==> src/rtl/core/mwm_pkg.sv <==
package mwm_pkg;

  // Field and datapath widths
  localparam int unsigned SPD_W   = 8;   // command speed fields
  localparam int unsigned WHL_W   = 10;  // mixed wheel speed, -300..300
  localparam int unsigned MAG_W   = 9;   // wheel magnitude, 0..300
  localparam int unsigned NUM_W   = 15;  // magnitude * 100, 0..30000
  localparam int unsigned QUO_W   = 7;   // scaled magnitude, 0..100
  localparam int unsigned PER_W   = 16;  // pwm period register
  localparam int unsigned MSK_W   = 4;   // invert mask register
  localparam int unsigned PULSE_W = 16;  // pulse width field
  localparam int unsigned WHEELS  = 4;

  // Wheel slots, also the invert mask bit order
  localparam int unsigned WHL_FL = 0;
  localparam int unsigned WHL_FR = 1;
  localparam int unsigned WHL_RL = 2;
  localparam int unsigned WHL_RR = 3;

  localparam int unsigned FULL_SCALE     = 100;
  localparam int unsigned PULSE_BITS_DEF = 16;

  localparam logic signed [WHL_W-1:0] PCT_MAX = 10'sd100;
  localparam logic signed [WHL_W-1:0] PCT_MIN = -10'sd100;

  // Divide by 100 as (x >> 2) / 25; y * ceil(2^26 / 25) >> 26 is exact for y < 2^21
  localparam int unsigned PROD_W      = PER_W + QUO_W;   // period * quotient
  localparam int unsigned Y_W         = PROD_W - 2;
  localparam int unsigned YL_W        = 10;
  localparam int unsigned YH_W        = Y_W - YL_W;
  localparam int unsigned RECIP_W     = 22;
  localparam int unsigned RECIP_SHIFT = 26;
  localparam logic [RECIP_W-1:0] RECIP_25 = 22'd2684355;
  localparam int unsigned PH_W  = YH_W + RECIP_W;
  localparam int unsigned PL_W  = YL_W + RECIP_W;
  localparam int unsigned SUM_W = PH_W + YL_W;

  // Configuration port
  localparam int unsigned ADDR_W = 3;
  localparam int unsigned DATA_W = 32;
  localparam logic [0:0] REG_PWM_PERIOD  = 1'd0;
  localparam logic [0:0] REG_INVERT_MASK = 1'd1;
  localparam logic [PER_W-1:0] PERIOD_RST = 16'd20000;
  localparam logic [MSK_W-1:0] INVERT_RST = 4'd5;

  typedef struct packed {
    logic [PER_W-1:0] period;
    logic [MSK_W-1:0] invert;
  } cfg_t;

  typedef struct packed {
    logic             neg;
    logic [MAG_W-1:0] mag;
  } whl_t;

  typedef whl_t [WHEELS-1:0] whl_vec_t;

  // One wheel inside the divider: partial remainder and quotient bits
  typedef struct packed {
    logic             neg;
    logic [NUM_W-1:0] rem;
    logic [QUO_W-1:0] quo;
  } divw_t;

  typedef struct packed {
    divw_t [WHEELS-1:0] w;
    logic [MAG_W-1:0]   den;
  } div_t;

  // Clamp a command component to -100..100, widened for mixing
  function automatic logic signed [WHL_W-1:0] sat_pct(input logic signed [SPD_W-1:0] v);
    logic signed [WHL_W-1:0] x;
    x = WHL_W'(v);
    if (x > PCT_MAX) begin
      return PCT_MAX;
    end else if (x < PCT_MIN) begin
      return PCT_MIN;
    end
    return x;
  endfunction

endpackage

==> src/rtl/core/mwm_if.sv <==
// Drive command channel
interface mwm_cmd_if;
  logic                                valid;
  logic                                ready;
  logic signed [mwm_pkg::SPD_W-1:0]    speed_forward;
  logic signed [mwm_pkg::SPD_W-1:0]    speed_strafe;
  logic signed [mwm_pkg::SPD_W-1:0]    speed_turn;

  modport source (output valid, speed_forward, speed_strafe, speed_turn, input ready);
  modport sink   (input valid, speed_forward, speed_strafe, speed_turn, output ready);
endinterface

// Wheel output channel
interface mwm_res_if;
  logic                          valid;
  logic                          ready;
  logic                          dir_front_left;
  logic [mwm_pkg::PULSE_W-1:0]   pulse_front_left;
  logic                          dir_front_right;
  logic [mwm_pkg::PULSE_W-1:0]   pulse_front_right;
  logic                          dir_rear_left;
  logic [mwm_pkg::PULSE_W-1:0]   pulse_rear_left;
  logic                          dir_rear_right;
  logic [mwm_pkg::PULSE_W-1:0]   pulse_rear_right;

  modport source (output valid, dir_front_left, pulse_front_left, dir_front_right,
                  pulse_front_right, dir_rear_left, pulse_rear_left, dir_rear_right,
                  pulse_rear_right, input ready);
  modport sink   (input valid, dir_front_left, pulse_front_left, dir_front_right,
                  pulse_front_right, dir_rear_left, pulse_rear_left, dir_rear_right,
                  pulse_rear_right, output ready);
endinterface

==> src/rtl/core/mwm_cfg.sv <==
module mwm_cfg (
  input  logic                         clk,
  input  logic                         rst_n,
  input  logic                         psel,
  input  logic                         penable,
  input  logic                         pwrite,
  input  logic [mwm_pkg::ADDR_W-1:0]   paddr,
  input  logic [mwm_pkg::DATA_W-1:0]   pwdata,
  output logic [mwm_pkg::DATA_W-1:0]   prdata,
  output logic                         pready,
  output mwm_pkg::cfg_t                cfg
);

  logic [mwm_pkg::PER_W-1:0] period_r;
  logic [mwm_pkg::MSK_W-1:0] invert_r;
  logic [0:0]                reg_idx;
  logic                      wr_en;

  // Registers are 4 bytes apart; low address bits are ignored
  assign reg_idx = paddr[mwm_pkg::ADDR_W-1:2];
  assign wr_en   = psel && penable && pwrite;
  assign pready  = 1'b1;

  // Register writes
  always_ff @(posedge clk) begin
    if (!rst_n) begin
      period_r <= mwm_pkg::PERIOD_RST;
      invert_r <= mwm_pkg::INVERT_RST;
    end else if (wr_en) begin
      case (reg_idx)
        mwm_pkg::REG_PWM_PERIOD:  period_r <= pwdata[mwm_pkg::PER_W-1:0];
        mwm_pkg::REG_INVERT_MASK: invert_r <= pwdata[mwm_pkg::MSK_W-1:0];
        default: ;
      endcase
    end
  end

  // Read mux
  always_comb begin
    case (reg_idx)
      mwm_pkg::REG_PWM_PERIOD:  prdata = mwm_pkg::DATA_W'(period_r);
      mwm_pkg::REG_INVERT_MASK: prdata = mwm_pkg::DATA_W'(invert_r);
      default:                  prdata = '0;
    endcase
  end

  assign cfg.period = period_r;
  assign cfg.invert = invert_r;

endmodule

==> src/rtl/core/mwm_mix.sv <==
module mwm_mix (
  input  logic                              clk,
  input  logic                              rst_n,
  input  logic                              in_vld,
  output logic                              in_rdy,
  input  logic signed [mwm_pkg::SPD_W-1:0]  spd_fwd,
  input  logic signed [mwm_pkg::SPD_W-1:0]  spd_str,
  input  logic signed [mwm_pkg::SPD_W-1:0]  spd_trn,
  output logic                              out_vld,
  input  logic                              out_rdy,
  output mwm_pkg::div_t                     out_data
);

  logic                              a_vld_r;
  logic                              a_rdy;
  mwm_pkg::whl_vec_t                 a_whl_r;
  mwm_pkg::whl_vec_t                 a_whl_nxt;
  logic                              b_vld_r;
  logic                              b_rdy;
  mwm_pkg::div_t                     b_dat_r;
  mwm_pkg::div_t                     b_dat_nxt;
  logic signed [mwm_pkg::WHL_W-1:0]  fs;
  logic signed [mwm_pkg::WHL_W-1:0]  ss;
  logic signed [mwm_pkg::WHL_W-1:0]  ts;
  logic signed [mwm_pkg::WHL_W-1:0]  w [mwm_pkg::WHEELS];
  logic [mwm_pkg::MAG_W-1:0]         m01;
  logic [mwm_pkg::MAG_W-1:0]         m23;
  logic [mwm_pkg::MAG_W-1:0]         mx;

  assign b_rdy  = !b_vld_r || out_rdy;
  assign a_rdy  = !a_vld_r || b_rdy;
  assign in_rdy = a_rdy;

  // Stage A: saturate and mix into four wheel speeds
  always_comb begin
    fs = mwm_pkg::sat_pct(spd_fwd);
    ss = mwm_pkg::sat_pct(spd_str);
    ts = mwm_pkg::sat_pct(spd_trn);
    w[mwm_pkg::WHL_FL] = fs - ss - ts;
    w[mwm_pkg::WHL_FR] = fs + ss + ts;
    w[mwm_pkg::WHL_RL] = fs + ss - ts;
    w[mwm_pkg::WHL_RR] = fs - ss + ts;
    for (int i = 0; i < mwm_pkg::WHEELS; i++) begin
      a_whl_nxt[i].neg = w[i][mwm_pkg::WHL_W-1];
      a_whl_nxt[i].mag = w[i][mwm_pkg::WHL_W-1] ? mwm_pkg::MAG_W'(-w[i])
                                                 : mwm_pkg::MAG_W'(w[i]);
    end
  end

  // Stage B: divisor is the largest magnitude, at least full scale; numerators mag*100
  always_comb begin
    m01 = (a_whl_r[0].mag > a_whl_r[1].mag) ? a_whl_r[0].mag : a_whl_r[1].mag;
    m23 = (a_whl_r[2].mag > a_whl_r[3].mag) ? a_whl_r[2].mag : a_whl_r[3].mag;
    mx  = (m01 > m23) ? m01 : m23;
    b_dat_nxt.den = (mx > mwm_pkg::MAG_W'(mwm_pkg::FULL_SCALE)) ? mx
                  : mwm_pkg::MAG_W'(mwm_pkg::FULL_SCALE);
    for (int i = 0; i < mwm_pkg::WHEELS; i++) begin
      b_dat_nxt.w[i].neg = a_whl_r[i].neg;
      b_dat_nxt.w[i].rem = mwm_pkg::NUM_W'(a_whl_r[i].mag)
                         * mwm_pkg::NUM_W'(mwm_pkg::FULL_SCALE);
      b_dat_nxt.w[i].quo = '0;
    end
  end

  // Valid bits
  always_ff @(posedge clk) begin
    if (!rst_n) begin
      a_vld_r <= 1'b0;
      b_vld_r <= 1'b0;
    end else begin
      if (a_rdy) a_vld_r <= in_vld;
      if (b_rdy) b_vld_r <= a_vld_r;
    end
  end

  // Payload
  always_ff @(posedge clk) begin
    if (a_rdy && in_vld) a_whl_r <= a_whl_nxt;
    if (b_rdy && a_vld_r) b_dat_r <= b_dat_nxt;
  end

  assign out_vld  = b_vld_r;
  assign out_data = b_dat_r;

endmodule

==> src/rtl/core/mwm_div.sv <==
module mwm_div (
  input  logic           clk,
  input  logic           rst_n,
  input  logic           in_vld,
  output logic           in_rdy,
  input  mwm_pkg::div_t  in_data,
  output logic           out_vld,
  input  logic           out_rdy,
  output mwm_pkg::div_t  out_data
);

  localparam int unsigned STAGES = mwm_pkg::QUO_W;
  localparam int unsigned QIX_W  = $clog2(mwm_pkg::QUO_W);
  localparam int unsigned TRL_W  = mwm_pkg::NUM_W + 1;

  logic [STAGES-1:0]  vld_r;
  logic [STAGES-1:0]  vld_in;
  logic [STAGES-1:0]  rdy;
  mwm_pkg::div_t      dat_r   [STAGES];
  mwm_pkg::div_t      stg_in  [STAGES];
  mwm_pkg::div_t      stg_nxt [STAGES];
  logic               down_rdy;

  // One restoring step: try den << b against every wheel's remainder
  function automatic mwm_pkg::div_t div_step(input mwm_pkg::div_t d, input logic [QIX_W-1:0] b);
    mwm_pkg::div_t     r;
    logic [TRL_W-1:0]  trial;
    r = d;
    trial = TRL_W'(d.den) << b;
    for (int i = 0; i < mwm_pkg::WHEELS; i++) begin
      if ({1'b0, d.w[i].rem} >= trial) begin
        r.w[i].rem    = d.w[i].rem - trial[mwm_pkg::NUM_W-1:0];
        r.w[i].quo[b] = 1'b1;
      end
    end
    return r;
  endfunction

  // Ready ripples back from the output; each stage takes one quotient bit, MSB first
  always_comb begin
    down_rdy = out_rdy;
    for (int g = STAGES - 1; g >= 0; g--) begin
      rdy[g]   = !vld_r[g] || down_rdy;
      down_rdy = rdy[g];
    end
    stg_in[0] = in_data;
    vld_in[0] = in_vld;
    for (int g = 1; g < STAGES; g++) begin
      stg_in[g] = dat_r[g-1];
      vld_in[g] = vld_r[g-1];
    end
    for (int g = 0; g < STAGES; g++) begin
      stg_nxt[g] = div_step(stg_in[g], QIX_W'(STAGES - 1 - g));
    end
  end

  // Valid bits
  always_ff @(posedge clk) begin
    if (!rst_n) begin
      vld_r <= '0;
    end else begin
      for (int g = 0; g < STAGES; g++) begin
        if (rdy[g]) vld_r[g] <= vld_in[g];
      end
    end
  end

  // Payload
  always_ff @(posedge clk) begin
    for (int g = 0; g < STAGES; g++) begin
      if (rdy[g] && vld_in[g]) dat_r[g] <= stg_nxt[g];
    end
  end

  assign in_rdy   = rdy[0];
  assign out_vld  = vld_r[STAGES-1];
  assign out_data = dat_r[STAGES-1];

endmodule

==> src/rtl/core/mwm_pulse.sv <==
module mwm_pulse #(
  parameter int unsigned PULSE_BITS = mwm_pkg::PULSE_BITS_DEF
) (
  input  logic                                               clk,
  input  logic                                               rst_n,
  input  mwm_pkg::cfg_t                                      cfg,
  input  logic                                               in_vld,
  output logic                                               in_rdy,
  input  mwm_pkg::div_t                                      in_data,
  output logic                                               out_vld,
  input  logic                                               out_rdy,
  output logic [mwm_pkg::WHEELS-1:0]                         out_dir,
  output logic [mwm_pkg::WHEELS-1:0][mwm_pkg::PULSE_W-1:0]   out_pul
);

  // Pulse saturates to PULSE_BITS, never beyond the field width
  localparam int unsigned SAT_W = (PULSE_BITS < mwm_pkg::PULSE_W) ? PULSE_BITS
                                                                   : mwm_pkg::PULSE_W;
  localparam logic [mwm_pkg::PULSE_W-1:0] PULSE_LIM =
      mwm_pkg::PULSE_W'((64'd1 << SAT_W) - 64'd1);

  logic                                                   p1_vld_r;
  logic                                                   p1_rdy;
  logic [mwm_pkg::WHEELS-1:0]                             p1_fwd_r;
  logic [mwm_pkg::WHEELS-1:0]                             p1_fwd_nxt;
  logic [mwm_pkg::WHEELS-1:0][mwm_pkg::PROD_W-1:0]        p1_prod_r;
  logic [mwm_pkg::WHEELS-1:0][mwm_pkg::PROD_W-1:0]        p1_prod_nxt;
  logic                                                   p2_vld_r;
  logic                                                   p2_rdy;
  logic [mwm_pkg::WHEELS-1:0]                             p2_fwd_r;
  logic [mwm_pkg::WHEELS-1:0][mwm_pkg::PH_W-1:0]          p2_ph_r;
  logic [mwm_pkg::WHEELS-1:0][mwm_pkg::PH_W-1:0]          p2_ph_nxt;
  logic [mwm_pkg::WHEELS-1:0][mwm_pkg::PL_W-1:0]          p2_pl_r;
  logic [mwm_pkg::WHEELS-1:0][mwm_pkg::PL_W-1:0]          p2_pl_nxt;
  logic                                                   p3_vld_r;
  logic                                                   p3_rdy;
  logic [mwm_pkg::WHEELS-1:0]                             p3_dir_r;
  logic [mwm_pkg::WHEELS-1:0][mwm_pkg::PULSE_W-1:0]       p3_pul_r;
  logic [mwm_pkg::WHEELS-1:0][mwm_pkg::PULSE_W-1:0]       p3_pul_nxt;
  logic [mwm_pkg::Y_W-1:0]                                y;
  logic [mwm_pkg::SUM_W-1:0]                              sum;
  logic [mwm_pkg::PULSE_W-1:0]                            raw;

  assign p3_rdy = !p3_vld_r || out_rdy;
  assign p2_rdy = !p2_vld_r || p3_rdy;
  assign p1_rdy = !p1_vld_r || p2_rdy;
  assign in_rdy = p1_rdy;

  // P1: direction bit and period * scaled magnitude
  always_comb begin
    for (int i = 0; i < mwm_pkg::WHEELS; i++) begin
      p1_fwd_nxt[i]  = (!in_data.w[i].neg || (in_data.w[i].quo == '0)) ^ cfg.invert[i];
      p1_prod_nxt[i] = mwm_pkg::PROD_W'(cfg.period) * mwm_pkg::PROD_W'(in_data.w[i].quo);
    end
  end

  // P2: reciprocal multiply of (product / 4), split in two partial products
  always_comb begin
    y = '0;
    for (int i = 0; i < mwm_pkg::WHEELS; i++) begin
      y            = p1_prod_r[i][mwm_pkg::PROD_W-1:2];
      p2_ph_nxt[i] = mwm_pkg::PH_W'(y[mwm_pkg::Y_W-1:mwm_pkg::YL_W])
                   * mwm_pkg::PH_W'(mwm_pkg::RECIP_25);
      p2_pl_nxt[i] = mwm_pkg::PL_W'(y[mwm_pkg::YL_W-1:0])
                   * mwm_pkg::PL_W'(mwm_pkg::RECIP_25);
    end
  end

  // P3: combine partials, take the quotient, saturate
  always_comb begin
    sum = '0;
    raw = '0;
    for (int i = 0; i < mwm_pkg::WHEELS; i++) begin
      sum = (mwm_pkg::SUM_W'(p2_ph_r[i]) << mwm_pkg::YL_W) + mwm_pkg::SUM_W'(p2_pl_r[i]);
      raw = sum[mwm_pkg::RECIP_SHIFT +: mwm_pkg::PULSE_W];
      p3_pul_nxt[i] = (raw > PULSE_LIM) ? PULSE_LIM : raw;
    end
  end

  // Valid bits
  always_ff @(posedge clk) begin
    if (!rst_n) begin
      p1_vld_r <= 1'b0;
      p2_vld_r <= 1'b0;
      p3_vld_r <= 1'b0;
    end else begin
      if (p1_rdy) p1_vld_r <= in_vld;
      if (p2_rdy) p2_vld_r <= p1_vld_r;
      if (p3_rdy) p3_vld_r <= p2_vld_r;
    end
  end

  // Payload
  always_ff @(posedge clk) begin
    if (p1_rdy && in_vld) begin
      p1_fwd_r  <= p1_fwd_nxt;
      p1_prod_r <= p1_prod_nxt;
    end
    if (p2_rdy && p1_vld_r) begin
      p2_fwd_r <= p1_fwd_r;
      p2_ph_r  <= p2_ph_nxt;
      p2_pl_r  <= p2_pl_nxt;
    end
    if (p3_rdy && p2_vld_r) begin
      p3_dir_r <= p2_fwd_r;
      p3_pul_r <= p3_pul_nxt;
    end
  end

  assign out_vld = p3_vld_r;
  assign out_dir = p3_dir_r;
  assign out_pul = p3_pul_r;

endmodule

==> src/rtl/core/mecanum_wheel_mixer_pwm_top.sv <==
// Channel   | Dir | Handshake            | Carries
// in_cmd    | in  | valid/ready          | speed_forward, speed_strafe, speed_turn
// out_res   | out | valid/ready          | dir and pulse width for FL, FR, RL, RR
// config    | in  | APB psel/penable     | pwm_period at 0x0, invert_mask at 0x4
//
// One command per cycle unless out_res stalls; 2 mix stages, 7 divider stages
// (one quotient bit each, set by the 100..300 divisor), 3 pulse stages.
// Synchronous active-low reset clears the stage valid bits and loads the
// register defaults (period 20000, invert mask 5).
// Each stage holds while the stage after it is full and stalled; bubbles
// close up, so in_cmd.ready drops only when all 12 stages hold a request.
module mecanum_wheel_mixer_pwm_top #(
  parameter int unsigned PULSE_BITS = mwm_pkg::PULSE_BITS_DEF
) (
  input  logic                         clk,
  input  logic                         rst_n,
  mwm_cmd_if.sink                      in_cmd,
  mwm_res_if.source                    out_res,
  input  logic                         psel,
  input  logic                         penable,
  input  logic                         pwrite,
  input  logic [mwm_pkg::ADDR_W-1:0]   paddr,
  input  logic [mwm_pkg::DATA_W-1:0]   pwdata,
  output logic [mwm_pkg::DATA_W-1:0]   prdata,
  output logic                         pready
);

  mwm_pkg::cfg_t                                          cfg;
  logic                                                   mix_vld;
  logic                                                   mix_rdy;
  mwm_pkg::div_t                                          mix_data;
  logic                                                   div_vld;
  logic                                                   div_rdy;
  mwm_pkg::div_t                                          div_data;
  logic [mwm_pkg::WHEELS-1:0]                             res_dir;
  logic [mwm_pkg::WHEELS-1:0][mwm_pkg::PULSE_W-1:0]       res_pul;

  // Register file
  mwm_cfg u_cfg (
    .clk     (clk),
    .rst_n   (rst_n),
    .psel    (psel),
    .penable (penable),
    .pwrite  (pwrite),
    .paddr   (paddr),
    .pwdata  (pwdata),
    .prdata  (prdata),
    .pready  (pready),
    .cfg     (cfg)
  );

  // Saturate, mix, find the divisor
  mwm_mix u_mix (
    .clk      (clk),
    .rst_n    (rst_n),
    .in_vld   (in_cmd.valid),
    .in_rdy   (in_cmd.ready),
    .spd_fwd  (in_cmd.speed_forward),
    .spd_str  (in_cmd.speed_strafe),
    .spd_trn  (in_cmd.speed_turn),
    .out_vld  (mix_vld),
    .out_rdy  (mix_rdy),
    .out_data (mix_data)
  );

  // mag*100 / maxmag for all four wheels
  mwm_div u_div (
    .clk      (clk),
    .rst_n    (rst_n),
    .in_vld   (mix_vld),
    .in_rdy   (mix_rdy),
    .in_data  (mix_data),
    .out_vld  (div_vld),
    .out_rdy  (div_rdy),
    .out_data (div_data)
  );

  // Direction bits and pulse widths
  mwm_pulse #(
    .PULSE_BITS (PULSE_BITS)
  ) u_pulse (
    .clk     (clk),
    .rst_n   (rst_n),
    .cfg     (cfg),
    .in_vld  (div_vld),
    .in_rdy  (div_rdy),
    .in_data (div_data),
    .out_vld (out_res.valid),
    .out_rdy (out_res.ready),
    .out_dir (res_dir),
    .out_pul (res_pul)
  );

  assign out_res.dir_front_left    = res_dir[mwm_pkg::WHL_FL];
  assign out_res.pulse_front_left  = res_pul[mwm_pkg::WHL_FL];
  assign out_res.dir_front_right   = res_dir[mwm_pkg::WHL_FR];
  assign out_res.pulse_front_right = res_pul[mwm_pkg::WHL_FR];
  assign out_res.dir_rear_left     = res_dir[mwm_pkg::WHL_RL];
  assign out_res.pulse_rear_left   = res_pul[mwm_pkg::WHL_RL];
  assign out_res.dir_rear_right    = res_dir[mwm_pkg::WHL_RR];
  assign out_res.pulse_rear_right  = res_pul[mwm_pkg::WHL_RR];

`ifndef SYNTHESIS
  // Nothing comes out the cycle after reset
  a_rst_empty: assert property (@(posedge clk) !rst_n |=> !out_res.valid)
    else $error("result valid right after reset");

  // Input backs up only when the pipe is full behind a stalled result
  a_full_stall: assert property (@(posedge clk) disable iff (!rst_n)
    !in_cmd.ready |-> (out_res.valid && !out_res.ready))
    else $error("input stalled while result side is free");

  // A period write reads back on the next cycle
  a_period_rd: assert property (@(posedge clk) disable iff (!rst_n)
    (psel && penable && pwrite && (paddr[mwm_pkg::ADDR_W-1] == mwm_pkg::REG_PWM_PERIOD))
    ##1 (paddr[mwm_pkg::ADDR_W-1] == mwm_pkg::REG_PWM_PERIOD)
    |-> (prdata[mwm_pkg::PER_W-1:0] == $past(pwdata[mwm_pkg::PER_W-1:0])))
    else $error("period readback mismatch");
`endif

endmodule

==> src/flat_wrapper.sv <==
// flat-port wrapper written by rule: the top's interface ports become plain ports
module mecanum_wheel_mixer_pwm_top_flat 
#(
  parameter int unsigned PULSE_BITS = mwm_pkg::PULSE_BITS_DEF
)
  (clk, rst_n, psel, penable, pwrite, paddr, pwdata, prdata, pready, in_cmd_valid, in_cmd_speed_forward, in_cmd_speed_strafe, in_cmd_speed_turn, in_cmd_ready, out_res_valid, out_res_dir_front_left, out_res_pulse_front_left, out_res_dir_front_right, out_res_pulse_front_right, out_res_dir_rear_left, out_res_pulse_rear_left, out_res_dir_rear_right, out_res_pulse_rear_right, out_res_ready);
  mwm_cmd_if in_cmd_i ();
  mwm_res_if out_res_i ();
  input  logic clk;
  input  logic rst_n;
  input  logic psel;
  input  logic penable;
  input  logic pwrite;
  input  logic [mwm_pkg::ADDR_W-1:0] paddr;
  input  logic [mwm_pkg::DATA_W-1:0] pwdata;
  output logic [mwm_pkg::DATA_W-1:0] prdata;
  output logic pready;
  input wire logic [$bits(in_cmd_i.valid)-1:0] in_cmd_valid;
  input wire logic [$bits(in_cmd_i.speed_forward)-1:0] in_cmd_speed_forward;
  input wire logic [$bits(in_cmd_i.speed_strafe)-1:0] in_cmd_speed_strafe;
  input wire logic [$bits(in_cmd_i.speed_turn)-1:0] in_cmd_speed_turn;
  output wire logic [$bits(in_cmd_i.ready)-1:0] in_cmd_ready;
  output wire logic [$bits(out_res_i.valid)-1:0] out_res_valid;
  output wire logic [$bits(out_res_i.dir_front_left)-1:0] out_res_dir_front_left;
  output wire logic [$bits(out_res_i.pulse_front_left)-1:0] out_res_pulse_front_left;
  output wire logic [$bits(out_res_i.dir_front_right)-1:0] out_res_dir_front_right;
  output wire logic [$bits(out_res_i.pulse_front_right)-1:0] out_res_pulse_front_right;
  output wire logic [$bits(out_res_i.dir_rear_left)-1:0] out_res_dir_rear_left;
  output wire logic [$bits(out_res_i.pulse_rear_left)-1:0] out_res_pulse_rear_left;
  output wire logic [$bits(out_res_i.dir_rear_right)-1:0] out_res_dir_rear_right;
  output wire logic [$bits(out_res_i.pulse_rear_right)-1:0] out_res_pulse_rear_right;
  input wire logic [$bits(out_res_i.ready)-1:0] out_res_ready;
  assign in_cmd_i.valid = in_cmd_valid;
  assign in_cmd_i.speed_forward = in_cmd_speed_forward;
  assign in_cmd_i.speed_strafe = in_cmd_speed_strafe;
  assign in_cmd_i.speed_turn = in_cmd_speed_turn;
  assign in_cmd_ready = in_cmd_i.ready;
  assign out_res_valid = out_res_i.valid;
  assign out_res_dir_front_left = out_res_i.dir_front_left;
  assign out_res_pulse_front_left = out_res_i.pulse_front_left;
  assign out_res_dir_front_right = out_res_i.dir_front_right;
  assign out_res_pulse_front_right = out_res_i.pulse_front_right;
  assign out_res_dir_rear_left = out_res_i.dir_rear_left;
  assign out_res_pulse_rear_left = out_res_i.pulse_rear_left;
  assign out_res_dir_rear_right = out_res_i.dir_rear_right;
  assign out_res_pulse_rear_right = out_res_i.pulse_rear_right;
  assign out_res_i.ready = out_res_ready;
  mecanum_wheel_mixer_pwm_top #(.PULSE_BITS(PULSE_BITS)) u_core (.clk(clk), .rst_n(rst_n), .in_cmd(in_cmd_i), .out_res(out_res_i), .psel(psel), .penable(penable), .pwrite(pwrite), .paddr(paddr), .pwdata(pwdata), .prdata(prdata), .pready(pready));
endmodule
==> config.mk <==
export PLATFORM = sky130hd
export DESIGN_NAME = mecanum_wheel_mixer_pwm_top_flat
export DESIGN_NICKNAME = d
export VERILOG_FILES = /design/src/rtl/core/mwm_pkg.sv /design/src/rtl/core/mwm_if.sv /design/src/rtl/core/mwm_cfg.sv /design/src/rtl/core/mwm_mix.sv /design/src/rtl/core/mwm_div.sv /design/src/rtl/core/mwm_pulse.sv /design/src/rtl/core/mecanum_wheel_mixer_pwm_top.sv /design/src/flat_wrapper.sv
export SDC_FILE = /design/constraint.sdc
export NUM_CORES = 2
export LEC_CHECK = 0
export BUFFER_PORTS_ARGS = -buffer_cell sky130_fd_sc_hd__buf_2
export CAP_MARGIN = 25
export CELL_PAD_IN_SITES_DETAIL_PLACEMENT = 1
export CELL_PAD_IN_SITES_GLOBAL_PLACEMENT = 1
export CORE_UTILIZATION = 53
export CTS_CLUSTER_DIAMETER = 100
export DETAILED_ROUTE_END_ITERATION = 12
export GPL_ROUTABILITY_DRIVEN = 0
export PLACE_DENSITY = 0.91
export SLEW_MARGIN = 20
export SYNTH_ARGS = -nofsm -noshare
export SYNTH_HDL_FRONTEND = slang
export SYNTH_HIERARCHICAL = 1
export SYNTH_SLANG_ARGS = --single-unit
==> constraint.sdc <==
create_clock -name clk -period 26.9 [get_ports clk]
set_input_delay 6.725 -clock clk [delete_from_list [all_inputs] [get_ports clk]]
set_output_delay 6.725 -clock clk [all_outputs]
set_load 0.01 [all_outputs]
==> impl_metrics.sql <==
INSERT INTO impl_metrics (metric_group, metric, value, unit) VALUES
('run_status', 'outcome', 'finished with violations', ''),
('run_status', 'violations_in_the_final_reports', 'capacitance limit, slew limit', ''),
('placed_design', 'post-dp-hpwl', '245000', 'µm'),
('grt', 'globalRouteTotalUtil', '39.8', '%'),
('grt', 'met3_usage', '11.7', '%'),
('final_layout', 'most_common_library_cell_in_the_layout_ignoring_fill_and_taps', 'ha_1', ''),
('worst_setup_path', 'critical_path_peak_fanout', '6', ''),
('timing', 'maxClockFrequency', '54.7', 'MHz'),
('synth', 'netlist_instances', '9236', ''),
('worst_setup_path', 'slowest_delay', '0.89', 'ns'),
('grt', 'via_count_of_the_first_global_routing_pass', '92000', ''),
('synth', 'mappedNetlistArea', '102000', 'µm²'),
('timing', 'setup_tns', '0', 'ns'),
('worst_setup_path', 'crit_start', 'out_res_ready', ''),
('clock_network', 'clock_latency', '0.89', 'ns'),
('min_path', 'hold_class', 'reg2reg', ''),
('clock_network', 'htree_levels', '4', ''),
('grt', 'gr-usage-met2', '66.7', '%'),
('die', 'placement_rows', '160', ''),
('min_path', 'hold_path.startpoint', 'u_core/u_div/dat_r[3][54]', ''),
('power', 'max-vdd-ir-drop', '0.0781', 'mV'),
('route', 'via_per_inst', '7.15', ''),
('worst_setup_path', 'worstPathRequired', '20.17', 'ns'),
('die', 'die_area', '194000', 'µm²'),
('clock_network', 'cts-resized-gates', '0', ''),
('timing', 'rsz0062_at_grt', 'no', ''),
('grt', 'grt_first_pass_wirelength', '578000', 'µm'),
('power', 'static-leakage-power', '49.3', 'nW'),
('clock_network', 'reg_clk_slew_reported_paths', '0.07', 'ns'),
('die', 'die-height', '440', 'µm'),
('timing', 'final.hold.worst_slack', '0.417', 'ns'),
('timing', 'report.final.slew_viol_count', '2', ''),
('route', '1st_iter_drt_viols', '12300', ''),
('worst_setup_path', 'crit-reg2reg-launch', 'u_core/u_pulse/p1_prod_r[17]', ''),
('synth', 'yosysWarningCount', '6', ''),
('final_layout', 'area.growth.synth_to_final', '8.11', '%'),
('clock_network', 'cts_setup_buffers', '0', ''),
('synth', 'post_synth.cell_area_avg', '11.0', 'µm²'),
('clock_network', 'cts_buffer_depth', '3', ''),
('worst_setup_path', 'worst_setup_path_end_kind', 'primary output', ''),
('timing', 'tightest_slew', '1.59', 'ns'),
('worst_setup_path', 'cp_data_arrival_time', '11.55', 'ns'),
('power', 'total_power', '0.00803', 'W'),
('worst_setup_path', 'worst_path_cell_chain', 'buf_2 -> nor2b_1 -> nand3_1 -> nor2b_1 -> and3_1 -> and3_1 -> nand3_1 -> nor2b_1 -> nand2_1 -> buf_2', ''),
('clock_network', 'cts_hold_buf', '0', ''),
('grt', 'grt_busiest_layer', 'met2', ''),
('placed_design', 'port-buffer-count', '133', ''),
('route', 'drt-wirelength-per-cell', '36.4', 'µm'),
('die', 'floorplan.io_pins', '169', ''),
('route', 'detail-route-antenna-nets', '0', ''),
('clock_network', 'tritoncts_clock_tree', 'done', ''),
('die', 'floorplan.core_area', '191000', 'µm²'),
('timing', 'finalClockSkew', '0.0577', 'ns'),
('power', 'power_density', '72.9', 'nW/µm²'),
('clock_network', 'clockRootBuffer', 'clkbuf_16', ''),
('grt', 'grt.overflow.total', '0', ''),
('final_layout', 'nNetsFinal', '11700', ''),
('die', 'initial_utilization', '53.4', '%'),
('clock_network', 'cts_made_buffers', '132', ''),
('worst_setup_path', 'critical-path-slowest-cell', 'nand3_1', ''),
('grt', 'grt_start_max_net_pins', '141', ''),
('route', 'via_count', '86300', ''),
('final_layout', 'layout-drive-gt1-share', '6.69', '%'),
('route', 'route.detailed.drc', '0', ''),
('worst_setup_path', 'path_class', 'in2out', ''),
('worst_setup_path', 'crit_path_frequent_cell', 'nor2b_1', ''),
('final_layout', 'fin_area', '110000', 'µm²'),
('placed_design', 'placed_cell_area', '105000', 'µm²'),
('grt', 'grt_antenna_before_repair', '58', ''),
('die', 'die_w', '440', 'µm'),
('timing', 'report.final.setup_viol', '0', ''),
('timing', 'final_min_period_over_clock_period', '67.9', '%'),
('timing', 'timing.final.crit_period', '18.27', 'ns'),
('clock_network', 'clkSinkCount', '1147', ''),
('final_layout', 'most-common-layout-cells', 'ha_1, inv_1, edfxtp_1', ''),
('timing', 'hold_violations', '0', ''),
('route', 'wire_length_reported_by_the_detailed_router', '440000', 'µm'),
('timing', 'slew_headroom', '-6.01', '%'),
('final_layout', 'final.fill_count', '19600', ''),
('route', 'firstDrtPassIters', '9', ''),
('grt', 'groute.layer.met1.usage', '39.2', '%'),
('worst_setup_path', 'cp-start-kind', 'input pin', ''),
('flow_run', 'maxCapViolations', '1', '');
## layout make-up
class	count	area, µm²	share of cell area [%]
Multi-Input combinational cell	6564	61800	56.1
Sequential cell	1147	34100	31.0
Inverter	1389	5210	4.73
Clock buffer	157	3420	3.10
Tap cell	2511	3140	2.85
Clock inverter	83	1190	1.08
Timing Repair Buffer	179	1130	1.02
Antenna cell	46	115	0.105
## report_power, final
part	switching (W)	internal, W
Sequential	0.000155	0.00223
Combinational	0.00230	0.00129
Clock	0.000954	0.00110
Total	0.00340	0.00462
## state kept, by name (all words and copies together), names as in the netlist
register	cells
u_core/u_pulse/out_dir	4
u_core/u_mix/a_vld_r	1
u_core/u_mix/out_vld	1
u_core/u_mix/a_whl_r	38
u_core/u_div/dat_r	638
u_core/u_pulse/p1_fwd_r	4
u_core/u_div/vld_r	7
u_core/u_pulse/p1_vld_r	1
u_core/u_pulse/p2_fwd_r	4
u_core/u_pulse/p2_pl_r	88
u_core/u_pulse/out_pul	64
u_core/u_cfg/period_r	16
u_core/u_pulse/p1_prod_r	84
u_core/u_mix/out_data	63
u_core/u_pulse/p2_vld_r	1
u_core/u_pulse/out_vld	1
u_core/u_cfg/invert_r	4
u_core/u_pulse/p2_ph_r	128
## path summary, 6_finish.rpt
path | to | slack (ns) | cells past startpoint
setup / recovery | in_cmd_ready | 8.63 | 10
hold / removal | u_core/u_div/dat_r[4][54] | 0.42 | 0
setup reg to reg | u_core/u_pulse/p2_ph_r[29] | 19.77 | 15
hold reg to reg | u_core/u_div/dat_r[4][54] | 0.42 | 0
## metal layers
metal	vias up	routed length, µm	part of all wire (%)
met2	8538	196000	45
li1	32200	-	-
met3	4290	53600	12
met1	41200	130000	30
met5	-	971	0.22
met4	66	59800	14
## worst max-delay path: cells and delay by family
| kind | cells | cell delay (ns) |
|---|---|---|
| simple gates | 8 | 4.39 |
| buf+inv | 2 | 0.41 |
## stage by stage
stage	utilization, %	setup WS (ns)	std cells
global placement	55.2	10.34	11800
global route	57.7	8.62	12000
CTS	57.6	9.62	12000
detailed placement	55.2	10.05	11800
finish	57.8	8.63	12100
floorplan	-	3.11	9286
No activity file was read; power rests on OpenSTA's default activity.
